### src/hdl/skt_pkg.sv
// Shared types and constants for the sorted key table.
// No dependencies.
`timescale 1ns / 1ps
`default_nettype none

package skt_pkg;

  localparam int TABLE_ENTRIES = 16;
  localparam int SLOT_W        = $clog2(TABLE_ENTRIES);
  localparam int KEY_W         = 48;
  localparam int PAY_W         = 32;
  localparam int CMD_W         = 2;
  localparam int STATUS_W      = 2;
  localparam int INDEX_W       = 4;

  typedef enum logic [CMD_W-1:0] {
    CMD_INSERT = 2'd0,
    CMD_LOOKUP = 2'd1,
    CMD_UPDATE = 2'd2,
    CMD_DELETE = 2'd3
  } cmd_e;

  typedef enum logic [STATUS_W-1:0] {
    STATUS_OK        = 2'd0,
    STATUS_NOT_FOUND = 2'd1,
    STATUS_FULL      = 2'd2,
    STATUS_DUP       = 2'd3
  } status_e;

  typedef enum logic [1:0] {
    ST_IDLE   = 2'd0,
    ST_CMP    = 2'd1,
    ST_COMMIT = 2'd2
  } state_e;

  typedef enum logic [1:0] {
    CELL_HOLD   = 2'd0,
    CELL_INSERT = 2'd1,
    CELL_UPDATE = 2'd2,
    CELL_DELETE = 2'd3
  } cell_op_e;

  typedef struct packed {
    logic [KEY_W-1:0] key;
    logic [PAY_W-1:0] payload;
  } cell_data_t;

  // Broadcast from the controller to every cell.
  typedef struct packed {
    logic             cmp;
    cell_op_e         op;
    logic [KEY_W-1:0] key;
    logic [PAY_W-1:0] payload;
  } cell_ctrl_t;

  // Registered compare results of one cell.
  typedef struct packed {
    logic match;  // holds the search key
    logic gt;     // empty or larger than the search key
    logic ge;     // empty or not smaller than the search key
  } cell_flags_t;

endpackage

`default_nettype wire

### src/hdl/skt_cell.sv
// One slot of the sorted key table: key, payload and compare flags.
// Depends on skt_pkg.
`timescale 1ns / 1ps
`default_nettype none

module skt_cell (
  input  logic                 clk_i,
  input  logic                 rst_ni,
  input  skt_pkg::cell_ctrl_t  ctrl_i,
  input  skt_pkg::cell_data_t  lower_i,     // neighbor at slot - 1
  input  logic                 lower_gt_i,  // neighbor's gt flag
  input  skt_pkg::cell_data_t  upper_i,     // neighbor at slot + 1
  output skt_pkg::cell_data_t  data_o,
  output skt_pkg::cell_flags_t flags_o
);
  import skt_pkg::*;

  cell_data_t  data_q, data_d;
  cell_flags_t flags_q, flags_d;

  always_comb begin
    flags_d = flags_q;
    if (ctrl_i.cmp) begin
      flags_d.match = (data_q.key != '0) && (data_q.key == ctrl_i.key);
      flags_d.gt    = (data_q.key == '0) || (ctrl_i.key < data_q.key);
      flags_d.ge    = (data_q.key == '0) || (ctrl_i.key <= data_q.key);
    end
  end

  always_comb begin
    data_d = data_q;
    case (ctrl_i.op)
      CELL_INSERT: begin
        // shift up above the insert point, take the new entry at it
        if (lower_gt_i) begin
          data_d = lower_i;
        end else if (flags_q.gt) begin
          data_d.key     = ctrl_i.key;
          data_d.payload = ctrl_i.payload;
        end
      end
      CELL_UPDATE: begin
        if (flags_q.match) begin
          data_d.payload = ctrl_i.payload;
        end
      end
      CELL_DELETE: begin
        // at and above the removed slot, pull down from the neighbor
        if (flags_q.ge) begin
          data_d = upper_i;
        end
      end
      default: begin
        data_d = data_q;
      end
    endcase
  end

  always_ff @(posedge clk_i or negedge rst_ni) begin
    if (!rst_ni) begin
      data_q  <= '0;
      flags_q <= '0;
    end else begin
      data_q  <= data_d;
      flags_q <= flags_d;
    end
  end

  assign data_o  = data_q;
  assign flags_o = flags_q;

endmodule

`default_nettype wire

### config.mk
export PLATFORM = sky130hd
export DESIGN_NAME = skt_cell
export DESIGN_NICKNAME = d
export VERILOG_FILES = /design/src/hdl/skt_pkg.sv /design/src/hdl/skt_cell.sv
export SDC_FILE = /design/constraint.sdc
export NUM_CORES = 1
export LEC_CHECK = 0
export BUFFER_PORTS_ARGS = -buffer_cell sky130_fd_sc_hd__buf_4
export CAP_MARGIN = 20
export CORE_AREA = 2 2 129 131
export CTS_CLUSTER_SIZE = 40
export DETAILED_ROUTE_END_ITERATION = 10
export DIE_AREA = 0 0 131 133
export PLACE_DENSITY = 0.81
export SYNTH_ARGS = -nofsm -noshare
export SYNTH_HDL_FRONTEND = slang
export SYNTH_SLANG_ARGS = --single-unit
### constraint.sdc
create_clock -name clk_i -period 3.7 [get_ports clk_i]
set_input_delay 0.37 -clock clk_i [delete_from_list [all_inputs] [get_ports clk_i]]
set_output_delay 0.37 -clock clk_i [all_outputs]
set_load 0.03 [all_outputs]
# --- After elaboration in Yosys (flattened, before gate mapping) ---
# Cells that the tools add are included.
totals:
  ramBits: 0
  rom_bits: 0
  regBits: 83
  in_bits: 246
  elab_cells: 29
  n_memories: 0
  latchBits: 0
classes:
  eq_ne: 7
  n_reduce_logical: 9
  order_cmp: 2
  add_sub_neg: 0
  mux: 6
  n_mul: 0
  n_bitwise: 0
  shift: 0
  div: 0
ops:
  columns: ["cell", "count"]
  rows:
  - ["two-way mux 80 bit", 3]
  - ["one-hot mux 32 bit (3 select lines)", 1]
  - ["one-hot mux 48 bit (2 select lines)", 1]
  - ["== test 48 bit", 1]
  - ["<= comparator 48 bit", 1]
  - ["zero test 48 bit", 1]
  - ["< comparator 48 bit", 1]
  - ["nonzero test 48 bit", 1]
  - ["two-way mux 32 bit", 1]
  - ["== test 2 bit (second input constant)", 2]
  - ["inequality test 2 bit (second input constant)", 2]
  - ["AND reduction 4 bit", 1]
  - ["inequality test 3 bit (second input constant)", 1]
  - ["AND reduction 3 bit", 1]
  - ["nonzero test 3 bit", 1]
  - ["== test 2 x 1 -> 1 bit (second input constant)", 1]
  - ["logical OR 1 bit", 2]
  - ["nonzero test 2 bit", 1]
  - ["logical AND 1 bit", 1]

# --- Logic depth before layout (Yosys ltp) ---
logic_depth:
  ltp_word: 3
  depth_mapped: 7
  ltp_nobuf: 7

# --- Worst setup path before layout ---
# Ideal clock, no wire load.
synth_path:
  kind: "flip-flop to flip-flop"
  startpoint: "register data_q (netlist bit data_o[78])"
  endpoint: "register flags_q (netlist bit flags_o[1])"
  slack_ns: 1.667
  arrival_time_ns: 1.903
  n_path_buf: 0
  path_stages_with_launch: 8
  required_time_ns: 3.569
  path_cell_list: "dfrtp_1 inv_1 ha_1 nand4_1 nor4_1 nand2_1 a311oi_1 nor4_1"
synth_via:
  elab_chain_cells: 2
  word_cells_on_any_way: 3
  cone_classes: "order compare (1); reduce/logical (2)"
synth_lines:
  columns: ["element", "line", "source"]
  rows:
  - ["start, declared", "skt_cell.sv:18", "cell_data_t data_q, data_d;"]
  - ["start signal, assigned", "skt_cell.sv:64", "data_q <= data_d;"]
  - ["< comparator 48 bit / zero test 48 bit (equally long branches)", "skt_cell.sv:25", "flags_d.gt = (data_q.key == '0) || (ctrl_i.key < data_q.key);"]
  - ["logical OR 1 bit *", "skt_cell.sv:25", null]
  - ["end signal, assigned", "skt_cell.sv:65", "flags_q <= flags_d;"]
  - ["end, declared", "skt_cell.sv:19", "cell_flags_t flags_q, flags_d;"]
# Mark *: on every way between the ends. The rest lies on a longest branch, timed or not.
# A chain may end at the register's enable or synchronous reset.

# --- Worst setup path in the final report ---
layout_path:
  startpoint: "register data_q (netlist bit data_o[79])"
  endpoint: "register flags_q (netlist bit flags_o[1])"
# The elaborated chain is that of the path after synthesis.

==> results.toml <==
[run_status]
outcome = "completed"

[global_route]
grt_pass1_wl_um = 32270
track_usage_pct = 23.86
grt-ovfl-total = 0
grt_start_max_net_pins = 97
antenna_found_initial = 0
grt_pass1_vias = 6453

[route]
drt-initial-drc-count = 245
drc = 0
num_vias = 6606
first_pass_iters = 4
wirelength_um = 21460
wl_per_cell_um = 16.99
vias_per_cell = 5.230
ant_nets = 0

[sta]
hold_violations = 0
setup_ws_ns = 1.406
finalSetupTns_ns = 0
post-route-min-period_ns = 2.294
fin_crit_sh_pct = 62.01
max_freq_mhz = 435.9
drv_slew = 0
setup_viol = 0
maxSlewHeadroom_pct = 35.05
finalClockSkew_ns = 0.006918
worst_pin_slew_ns = 0.9742
rsz0062_at_grt = "no"

[worst_setup_path]
path_class = "flip-flop to flip-flop"
cp_max_fo = 4
path_delay_family = "simple AND/OR/NAND/NOR gates"
cpMostUsedCell = "nor4_1"
crit_buf_inv = 1
endpoint_kind = "flip-flop"
crit_slowest_cell = "nor4_1"
cp.arrival_ns = 2.51
start_kind = "flip-flop"
critPathMaxStageDelay_ns = 0.75
cp.required_ns = 3.92
worstPathCellList = "inv_1 > ha_1 > nand4_1 > nor4_1 > nand2_1 > a311oi_1 > nor4_1"

[cells_and_area]
num-fill-cells = 1473
fin_nets = 1333
insertedDiodeCount = 0
seqCellArea_sq_um = 2077
drive_gt1_share_pct = 36.91
multi_input_area_sq_um = 3864
fin_cells = 1263
final_cell_area_sq_um = 9234
syn_to_final_growth_pct = 45.91

[floorplanning]
start_util_pct = 39.13
io-pin-count = 329
rows = 47
core-area_sq_um = 16170
die_y_um = 133
die_x_um = 131
die_area_sq_um = 17420

[clock_tree]
holdBufCountCts = 0
cts-resized-gates = 0
clk_latency_ns = 0.34
postCtsSetupRepairBufs = 0
cts_root_buf = "clkbuf_16"
clkTransAtPathRegs_ns = 0.07
htreeDepth = 3
clock_path_buffers = 2
cts_buffers = 9
tritoncts_num_sinks = 83
cts_tree = "yes"

[pwr]
fin_total_pwr_mw = 4.545
leakage_nw = 4.601
power_density_nw_per_um2 = 492.2
ir_drop_uv = 271.7

[synthesis]
synth.largest_area_cell = "dfrtp_1"
synth_cell_type_count = 40
synth-edff-count = 0
synth_cells = 740
ys_top_cells_by_count = "nand2_1 (114), o21ai_0 (101), dfrtp_1 (83)"
synth_ff_type = "dfrtp_1"
syn_area_per_cell_sq_um = 8.552
synth_area_sq_um = 6329
yosys_warnings = 0
yosysSeqAreaShare_pct = 32.82
ys_seq_elements = 83
netlist.area_leader.share_pct = 32.82
synth.area.top_cells = "dfrtp_1 (33%), mux2i_1 (12%), ha_1 (9.5%)"
syn_nets = 1034
yosysMostFrequentCell = "nand2_1"
synth-async-reset-ratio_pct = 100.0

[place]
placement.cell_area_sq_um = 8949
place_congestion = 0.8580
dp.cells = 1248
post-place-ws_ns = 1.290
numPortBuffers = 328
dp_hpwl_um = 16640

[flow_run]
maxCapViolCount = 0

[hold_path]
hold_path.class = "input port to async pin"
==> worst paths after layout <==
kind / startpoint / endpoint / slack, ns / cells past startpoint
max reg2reg: data_o[79] / flags_o[1] / 1.41 / 7
min reg2reg: data_o[4] / data_o[4] / 0.51 / 1
max: data_o[79] / flags_o[1] / 1.41 / 7
min in group clk_i: ctrl_i[82] / flags_o[2] / 0.29 / 2
min: rst_ni / data_o[55] / 0.19 / 1
max in group asynchronous: rst_ni / data_o[43] / 2.75 / 2
==> registers in the layout, indices dropped and copies added (netlist names) <==
register and flops:
data_o 80, flags_o 3
==> cell usage in the layout (no fill, tap or decap), types with 2 or more instances in the layout <==
cell type	instances
a211oi_1	32
a21boi_0	2
a21oi_1	53
a221oi_1	3
buf_12	3
buf_4	331
clkbuf_1	2
clkbuf_16	9
clkinvlp_4	3
dfrtp_1	83
ha_1	48
inv_1	50
mux2_2	32
mux2i_1	78
nand2_1	113
nand2b_1	3
nand3_1	4
nand4_1	14
nor2_1	8
nor2b_1	32
nor3_1	3
nor4_1	15
o21ai_0	101
o21ai_1	3
==> routing by layer <==
layer / part of all wire (%) / vias to the layer above / track usage (%) / wire, um
met5: 0 / - / 0 / 0
li1: - / 3243 / - / -
met1: 39 / 3084 / 26.18 / 8308
met4: 2.3 / 0 / 7.861 / 497
met3: 8.7 / 31 / 6.510 / 1869
met2: 50 / 248 / 43.72 / 10790
==> cell type report <==
| cell class | count | share of cell area [%] |
|---|---|---|
| Clock buffer | 11 | 2.520 |
| Timing Repair Buffer | 334 | 27.56 |
| Tap cell | 220 | 2.981 |
| Clock inverter | 4 | 0.5691 |
| Multi-Input combinational cell | 561 | 41.84 |
| Sequential cell | 83 | 22.49 |
| Inverter | 50 | 2.033 |
==> kinds of logic after synthesis <==
kind of cell,count (synthesis),share of synthesized area [%]
and+or+nand+nor,196,14.53
adders and majority gates,48,9.490
buffers and inverters,96,6.445
muxes,110,18.03
AOI/OAI and AO/OA,207,18.68
DFF,83,32.82
==> per-stage QoR <==
step	hold slack [ns]	util (%)
6_report	0.1862	57.10
4_1_cts	0.2142	57.10
3_5_place_dp	0.4962	55.33
5_1_grt	0.2609	57.10
3_3_place_gp	0.4928	55.33
2_1_floorplan	0.07441	-
==> where the power goes <==
| part | switching, mW | internal (mW) | leakage, nW | total, mW |
|---|---|---|---|---|
| logic | 1.27 | 0.937 | 3.49 | 2.21 |
| clock network | 0.376 | 0.520 | 0.128 | 0.896 |
| registers | 0.265 | 1.17 | 0.984 | 1.44 |
Note: power is estimated with default switching activity, not from simulation.
